### src/hdl/ppm_pulse_train_decoder_macros.svh
// Assertion macros shared by the PPM pulse train decoder.
`ifndef PPM_PULSE_TRAIN_DECODER_MACROS_SVH
`define PPM_PULSE_TRAIN_DECODER_MACROS_SVH
`ifndef SYNTHESIS
// Same-cycle implication, checked while out of reset.
`define PPD_ASSERT_NOW(label, clk, rst_n, ante, cons) \
  label: assert property (@(posedge clk) disable iff (!rst_n) (ante) |-> (cons)) \
    else $error("ppd assertion failed");
// Next-cycle implication, checked while out of reset.
`define PPD_ASSERT_NEXT(label, clk, rst_n, ante, cons) \
  label: assert property (@(posedge clk) disable iff (!rst_n) (ante) |=> (cons)) \
    else $error("ppd assertion failed");
`else
`define PPD_ASSERT_NOW(label, clk, rst_n, ante, cons)
`define PPD_ASSERT_NEXT(label, clk, rst_n, ante, cons)
`endif
`endif

### src/hdl/ppd_pkg.sv
// Package of constants and types for the PPM pulse train decoder.
`default_nettype none
package ppd_pkg;

  // Frame and timer geometry.
  localparam int NUM_CHANNELS = 6;
  localparam int TIMER_BITS   = 16;
  localparam int CHAN_W       = 7;
  localparam int CHIDX_W      = 3;
  localparam int WRAP_W       = 17;
  localparam int MS_W         = 32;

  // Configuration port geometry.
  localparam int CFG_IDX_W  = 3;
  localparam int CFG_DATA_W = 17;

  // Register indexes on the configuration port.
  typedef enum logic [CFG_IDX_W-1:0] {
    REG_TIMER_WRAP  = 3'd0,
    REG_SYNC_MIN    = 3'd1,
    REG_PULSE_OFS   = 3'd2,
    REG_FULL_SCALE  = 3'd3,
    REG_TIMEOUT_MS  = 3'd4
  } cfg_reg_t;

  // Event codes carried by in_cmd.
  localparam logic CMD_CAPTURE  = 1'b0;
  localparam logic CMD_OVERFLOW = 1'b1;

  // Register values after reset.
  localparam logic [WRAP_W-1:0]     RST_TIMER_WRAP = 17'd65536;
  localparam logic [TIMER_BITS-1:0] RST_SYNC_MIN   = 16'd500;
  localparam logic [TIMER_BITS-1:0] RST_PULSE_OFS  = 16'd100;
  localparam logic [CHAN_W-1:0]     RST_FULL_SCALE = 7'd100;
  localparam logic [15:0]           RST_TIMEOUT_MS = 16'd30;

  // Decoded channel value.
  typedef logic [CHAN_W-1:0] chan_val_t;

endpackage
`default_nettype wire

### src/hdl/ppm_pulse_train_decoder.sv
// Top level of the PPM pulse train decoder: capture/overflow events in, sync and channels out.
`default_nettype none
`include "ppm_pulse_train_decoder_macros.svh"
// Decodes a six-channel radio-control PPM train from timer capture events. Each accepted
// item (a capture or a timer overflow) yields exactly one result item, the sync flag and
// all six channel values after that event. The decoder state is updated at the accepting
// edge and that state, held until the result item is taken, is the result register, so
// a new item is accepted in every cycle in which the previous result is taken or none is
// pending. Capture difference, wrap correction, sync test, clamp and silence test form the
// combinational paths from the inputs to the state. The user must write the configuration
// registers via cfg_we/cfg_index/cfg_data only while idle; the block does not enforce it.
module ppm_pulse_train_decoder (
  input  wire logic                            clk,
  input  wire logic                            rst_n,
  // Configuration write port
  input  wire logic                            cfg_we,
  input  wire logic [ppd_pkg::CFG_IDX_W-1:0]   cfg_index,
  input  wire logic [ppd_pkg::CFG_DATA_W-1:0]  cfg_data,
  // Event input channel
  input  wire logic                            in_valid,
  output logic                                 in_ready,
  input  wire logic                            in_cmd,
  input  wire logic [15:0]                     in_capture_value,
  input  wire logic [ppd_pkg::MS_W-1:0]        in_now_ms,
  // Result channel
  output logic                                 out_valid,
  input  wire logic                            out_ready,
  output logic                                 out_in_sync,
  output ppd_pkg::chan_val_t                   out_chan_one,
  output ppd_pkg::chan_val_t                   out_chan_two,
  output ppd_pkg::chan_val_t                   out_chan_three,
  output ppd_pkg::chan_val_t                   out_chan_four,
  output ppd_pkg::chan_val_t                   out_chan_five,
  output ppd_pkg::chan_val_t                   out_chan_six
);
  import ppd_pkg::*;

  // Configuration registers.
  logic [WRAP_W-1:0]     timer_wrap_r;
  logic [TIMER_BITS-1:0] sync_min_r;
  logic [TIMER_BITS-1:0] pulse_ofs_r;
  logic [CHAN_W-1:0]     full_scale_r;
  logic [15:0]           timeout_r;

  // Decoder state; it doubles as the result register.
  logic [CHIDX_W-1:0]    next_chan_r, next_chan_nxt;
  logic [TIMER_BITS-1:0] prev_cap_r, prev_cap_nxt;
  logic [MS_W-1:0]       prev_ms_r, prev_ms_nxt;
  logic                  sync_r, sync_nxt;
  chan_val_t             chan_r [NUM_CHANNELS];
  chan_val_t             chan_nxt [NUM_CHANNELS];
  logic                  out_valid_r, out_valid_nxt;

  logic                  accept;
  logic [TIMER_BITS-1:0] cap;
  logic signed [17:0]    diff_raw;
  logic signed [17:0]    diff;
  logic signed [18:0]    ofs_diff;
  logic                  is_sync;
  logic                  awaiting;
  chan_val_t             clamped;
  logic [MS_W-1:0]       elapsed;
  logic                  timed_out;
  logic [CHIDX_W-1:0]    wr_idx;

  // Configuration writes; indexes beyond the list are ignored.
  always_ff @(posedge clk) begin
    if (!rst_n) begin
      timer_wrap_r <= RST_TIMER_WRAP;
      sync_min_r   <= RST_SYNC_MIN;
      pulse_ofs_r  <= RST_PULSE_OFS;
      full_scale_r <= RST_FULL_SCALE;
      timeout_r    <= RST_TIMEOUT_MS;
    end else if (cfg_we) begin
      case (cfg_index)
        REG_TIMER_WRAP: timer_wrap_r <= cfg_data[WRAP_W-1:0];
        REG_SYNC_MIN:   sync_min_r   <= cfg_data[TIMER_BITS-1:0];
        REG_PULSE_OFS:  pulse_ofs_r  <= cfg_data[TIMER_BITS-1:0];
        REG_FULL_SCALE: full_scale_r <= cfg_data[CHAN_W-1:0];
        REG_TIMEOUT_MS: timeout_r    <= cfg_data[15:0];
        default: ;
      endcase
    end
  end

  // Handshake: an item is taken whenever the pending result leaves or none is pending.
  assign in_ready = !out_valid_r || out_ready;
  assign accept   = in_valid && in_ready;

  // Tick difference, corrected for timer wrap, and the derived channel value.
  assign cap      = in_capture_value;
  assign diff_raw = $signed({2'b00, cap}) - $signed({2'b00, prev_cap_r});
  assign diff     = diff_raw[17] ? (diff_raw + $signed({1'b0, timer_wrap_r})) : diff_raw;
  assign is_sync  = diff > $signed({2'b00, sync_min_r});
  assign ofs_diff = $signed({diff[17], diff}) - $signed({3'b000, pulse_ofs_r});

  always_comb begin
    if (ofs_diff[18]) begin
      clamped = '0;
    end else if (ofs_diff > $signed({12'd0, full_scale_r})) begin
      clamped = full_scale_r;
    end else begin
      clamped = ofs_diff[CHAN_W-1:0];
    end
  end

  // Silence test for overflow events, modulo 2^32.
  assign elapsed   = in_now_ms - prev_ms_r;
  assign timed_out = elapsed > {16'd0, timeout_r};

  assign awaiting = (next_chan_r == '0) || (next_chan_r > CHIDX_W'(NUM_CHANNELS));
  assign wr_idx   = next_chan_r - CHIDX_W'(1);

  // Next decoder state for an accepted item.
  always_comb begin
    next_chan_nxt = next_chan_r;
    prev_cap_nxt  = prev_cap_r;
    prev_ms_nxt   = prev_ms_r;
    sync_nxt      = sync_r;
    for (int i = 0; i < NUM_CHANNELS; i++) begin
      chan_nxt[i] = chan_r[i];
    end
    if (in_cmd == CMD_OVERFLOW) begin
      if (timed_out) begin
        next_chan_nxt = '0;
        sync_nxt      = 1'b0;
      end
    end else begin
      prev_ms_nxt  = in_now_ms;
      prev_cap_nxt = cap;
      if (is_sync) begin
        // Sync gap: a gap in mid-frame also drops sync.
        if (next_chan_r != '0) begin
          sync_nxt = 1'b0;
        end
        next_chan_nxt = CHIDX_W'(1);
      end else if (awaiting) begin
        // Channel pulse with no frame started.
        sync_nxt      = 1'b0;
        next_chan_nxt = '0;
      end else begin
        for (int i = 0; i < NUM_CHANNELS; i++) begin
          if (wr_idx == CHIDX_W'(i)) begin
            chan_nxt[i] = clamped;
          end
        end
        if (next_chan_r >= CHIDX_W'(NUM_CHANNELS)) begin
          sync_nxt      = 1'b1;
          next_chan_nxt = '0;
        end else begin
          next_chan_nxt = next_chan_r + CHIDX_W'(1);
        end
      end
    end
  end

  // Result valid flag.
  always_comb begin
    if (accept) begin
      out_valid_nxt = 1'b1;
    end else if (out_ready) begin
      out_valid_nxt = 1'b0;
    end else begin
      out_valid_nxt = out_valid_r;
    end
  end

  // State registers, updated at each accepted item.
  always_ff @(posedge clk) begin
    if (!rst_n) begin
      next_chan_r <= '0;
      prev_cap_r  <= '0;
      prev_ms_r   <= '0;
      sync_r      <= 1'b0;
      out_valid_r <= 1'b0;
      for (int i = 0; i < NUM_CHANNELS; i++) begin
        chan_r[i] <= '0;
      end
    end else begin
      out_valid_r <= out_valid_nxt;
      if (accept) begin
        next_chan_r <= next_chan_nxt;
        prev_cap_r  <= prev_cap_nxt;
        prev_ms_r   <= prev_ms_nxt;
        sync_r      <= sync_nxt;
        for (int i = 0; i < NUM_CHANNELS; i++) begin
          chan_r[i] <= chan_nxt[i];
        end
      end
    end
  end

  // Result item ports.
  assign out_valid      = out_valid_r;
  assign out_in_sync    = sync_r;
  assign out_chan_one   = chan_r[0];
  assign out_chan_two   = chan_r[1];
  assign out_chan_three = chan_r[2];
  assign out_chan_four  = chan_r[3];
  assign out_chan_five  = chan_r[4];
  assign out_chan_six   = chan_r[5];

  // Checks on the decoder's own state.
  `PPD_ASSERT_NOW(a_chan_range, clk, rst_n, 1'b1, next_chan_r <= CHIDX_W'(NUM_CHANNELS))
  `PPD_ASSERT_NOW(a_sync_waits, clk, rst_n, $rose(sync_r), next_chan_r == '0)
  `PPD_ASSERT_NEXT(a_sync_cause, clk, rst_n, !(accept && (in_cmd == CMD_CAPTURE)), !$rose(sync_r))
  `PPD_ASSERT_NEXT(a_ovf_keeps, clk, rst_n, accept && (in_cmd == CMD_OVERFLOW),
                   $stable(prev_cap_r) && $stable(prev_ms_r))

endmodule
`default_nettype wire

### config.mk
export PLATFORM = sky130hd
export DESIGN_NAME = ppm_pulse_train_decoder
export DESIGN_NICKNAME = d
export VERILOG_FILES = /design/src/hdl/ppd_pkg.sv /design/src/hdl/ppm_pulse_train_decoder.sv
export VERILOG_INCLUDE_DIRS = /design/src /design/src/hdl
export SDC_FILE = /design/constraint.sdc
export NUM_CORES = 1
export LEC_CHECK = 0
export ABC_CLOCK_PERIOD_IN_PS = 7900
export BUFFER_PORTS_ARGS = -buffer_cell sky130_fd_sc_hd__buf_2
export CAP_MARGIN = 30
export CORE_ASPECT_RATIO = 1.1
export CORE_MARGIN = 5
export CORE_UTILIZATION = 30
export CTS_CLUSTER_SIZE = 12
export DETAILED_ROUTE_END_ITERATION = 10
export GPL_TIMING_DRIVEN = 1
export SYNTH_ARGS = -nofsm -noshare
export SYNTH_HDL_FRONTEND = slang
export SYNTH_SLANG_ARGS = --single-unit
### constraint.sdc
create_clock -name clk -period 7.9 [get_ports clk]
set_input_delay 1.58 -clock clk [delete_from_list [all_inputs] [get_ports clk]]
set_output_delay 1.58 -clock clk [all_outputs]
set_load 0.1 [all_outputs]
==> flow_summary.yaml <==
synth:
  syn_inst: 1456
  ys_warn_count: 0
  ys_ff_latch: 167
  syn_area_per_cell_um2: 8.080
  syn_area_um2: 11770
  synth_edf_count: 42
  syn_nets: 1663
  synth.yosys.seq_area_share_pct: 31.99
  synth.area.top_cells: "dfxtp_1 21%, ha_1 14%, edfxtp_1 11%"
  synth_flop_cell: "dfxtp_1"
  async_reset_ff_share_pct: 0
  yosysUniqueCellTypes: 73
  yosysTopAreaCell: "dfxtp_1"
  yosysTopAreaCellShare_pct: 21.27
global_route:
  antenna_found_initial: 0
  grt_overflow: 0
  grt_pass1_wl_um: 54700
  track_usage_pct: 15.67
  grt_pass1_vias: 10390
  grt_max_degree: 71
clocking:
  holdBufCountCts: 0
  cts_tree: "yes"
  h-tree-depth: 4
  clk_pin_slew_worst_paths_ns: 0.08
  cts_setup_buffers: 0
  cts_sinks: 167
  clk_path_buf_depth: 2
  cts_root_buf: "clkbuf_16"
  clock_latency_ns: 0.46
  numCtsBuffers: 17
timing:
  setup-violations-final: 0
  relSlewSlack_pct: 44.30
  post-route-period-util_pct: 95.99
  final.setup.tns_ns: 0
  tightest_slew_ns: 0.8355
  drv_slew: 0
  fin_crit_ns: 7.584
  fin_skew_ns: 0.01221
  max_freq_mhz: 131.9
  hold_violations: 0
  rsz0062_at_grt: "no"
critical_path:
  slowest_delay_ns: 0.56
  critPathMaxFanout: 7
  critPathKind: "in -> reg"
  cp-end-kind: "flip-flop"
  startpoint_type: "input pin"
  cp_data_required_time_ns: 8.09
  slowest_stage: "or4_4"
  arrival_ns: 7.78
die:
  fp.dieH_um: 217.7
  die-width_um: 198.8
  rows: 76
  fp.dieArea_um2: 43280
  core_um2: 38990
  pin_count: 119
  start_util_pct: 30.18
finish:
  nets: 1823
  layout_commonest_cell: "nand2_1"
  diodes: 0
  layout-drive-gt1-share_pct: 15.65
  syn_to_final_growth_pct: 19.06
  seqCellArea_um2: 3764
  multi_input_area_um2: 7326
  mostFrequentLayoutCells: "300 x nand2_1, 133 x inv_1, 129 x ha_1"
  stdcell_area_um2: 14010
  nFillCells: 4094
drt:
  wl_um: 33830
  avgRoutedWirePerCell_um: 15.84
  viasPerCell: 4.988
  first_pass_iters: 5
  drc_errors: 0
  drt_iter0_drc: 591
  final_antenna_net_count: 0
  via_count: 10650
run_status:
  status: "complete, no violations"
place:
  hpwl_um: 26740
  gp_congestion: 0.8929
  dpl_cell_area_um2: 13370
  io_buffers: 118
power_and_ir_drop:
  p_per_area_nw_per_um2: 208.6
  peakVddDrop_v: 0.0001753
  cellLeakagePower_nw: 5.740
run:
  maxCapViolCount: 0
worst_hold_path:
  min_path_type: "reg -> reg"
[critical path, delay by kind of cell]
kind                     cells  cell delay (ns)
buffers and inverters        3             0.45
AO/OA/AOI/OAI               12             2.48
XOR/XNOR                     3             0.48
adder cells (fa/ha/maj)      3             0.79
multiplexers                 1             0.30
AND/OR/NAND/NOR              7             1.65
[report_power, final]
group / internal, W / switching [W]
registers: 0.000919 / 0.0000175
logic: 0.000419 / 0.000679
clock network: 0.000442 / 0.000447
total: 0.00178 / 0.00114
[through the flow]
step	power [W]	utilization (%)	setup slack, ns	hold WS [ns]	cells
3_3_place_gp	0.002039	34.28	-0.2004	0.4513	2104
2_1_floorplan	0.001699	-	0.1571	0.4435	1456
6_report	0.002923	35.93	0.3165	0.4645	2136
5_1_grt	0.003100	35.93	0.004117	0.4816	2136
3_5_place_dp	0.002053	34.28	-0.3629	0.4584	2104
4_1_cts	0.002955	35.90	0.09762	0.4687	2136
[flip-flops by register name, indices dropped and copies added, names as in the netlist]
register and cells:
timeout_r 16, prev_cap_r 16, next_chan_r 3, full_scale_r 7, sync_min_r 16, out_in_sync 1
timer_wrap_r 17, out_valid 1, prev_ms_r 32, pulse_ofs_r 16, chan_r 42
[final timing paths]
path | slack [ns] | to | from | cells past startpoint
min reg2reg | 0.46 | prev_ms_r[16]$_SDFFE_PN0P_ | prev_ms_r[16]$_SDFFE_PN0P_ | 2
max reg2reg | 1.15 | chan_r[0][0]$_DFFE_PP_ | prev_cap_r[1]$_SDFFE_PN0P_ | 29
max | 0.32 | chan_r[0][0]$_DFFE_PP_ | in_capture_value[1] | 29
min | 0.46 | prev_ms_r[16]$_SDFFE_PN0P_ | prev_ms_r[16]$_SDFFE_PN0P_ | 2
[routing by layer]
metal	global-route usage [%]	vias up	wire [µm]
li1	-	5403	-
met1	19.94	5029	15110
met3	2.750	35	1274
met2	27.59	187	16890
met5	0	-	0
met4	3.671	0	561
[repair_timing]
action                                  CTS  global route
hold endpoints to repair                  0             0
resized for setup                         0             8
endpoints found under the setup margin    0            35
[cells in the mapped netlist (all sizes together), types with 3 or more instances]
cell,number
inv,133
xnor2,30
xor2,23
nand3b,3
a21boi,118
o31ai,4
nor3b,7
a21oi,87
and3,5
nand3,32
buf,3
nor2b,17
ha,129
a311oi,4
a21o,28
and2,3
nor2,52
clkbuf,49
o211ai,29
dfxtp,125
a31oi,9
and3b,4
o21a,13
fa,4
o21bai,12
nand4,19
nand2,300
o22ai,11
nand2b,13
or2,6
a211oi,10
or3,3
nor3,20
o21ai,59
edfxtp,42
mux2,7
a211o,5
mux2i,5
[layout make-up]
| class | instances | share of cell area [%] |
|---|---|---|
| Inverter | 133 | 3.564 |
| Clock buffer | 17 | 3.037 |
| Sequential cell | 167 | 26.87 |
| Clock inverter | 15 | 1.447 |
| Multi-Input combinational cell | 1104 | 52.30 |
| Timing Repair Buffer | 193 | 8.254 |
| Tap cell | 507 | 4.529 |
[cell families after synthesis]
group / Yosys count / share of synthesized area, %
compound gates: 417 / 24.34
fa+ha+maj: 133 / 14.40
xor+xnor: 53 / 3.946
flops: 167 / 31.99
simple gates: 489 / 18.31
buf+inv: 185 / 5.913
mux: 12 / 1.095
Power figures use the tool's default switching activity.
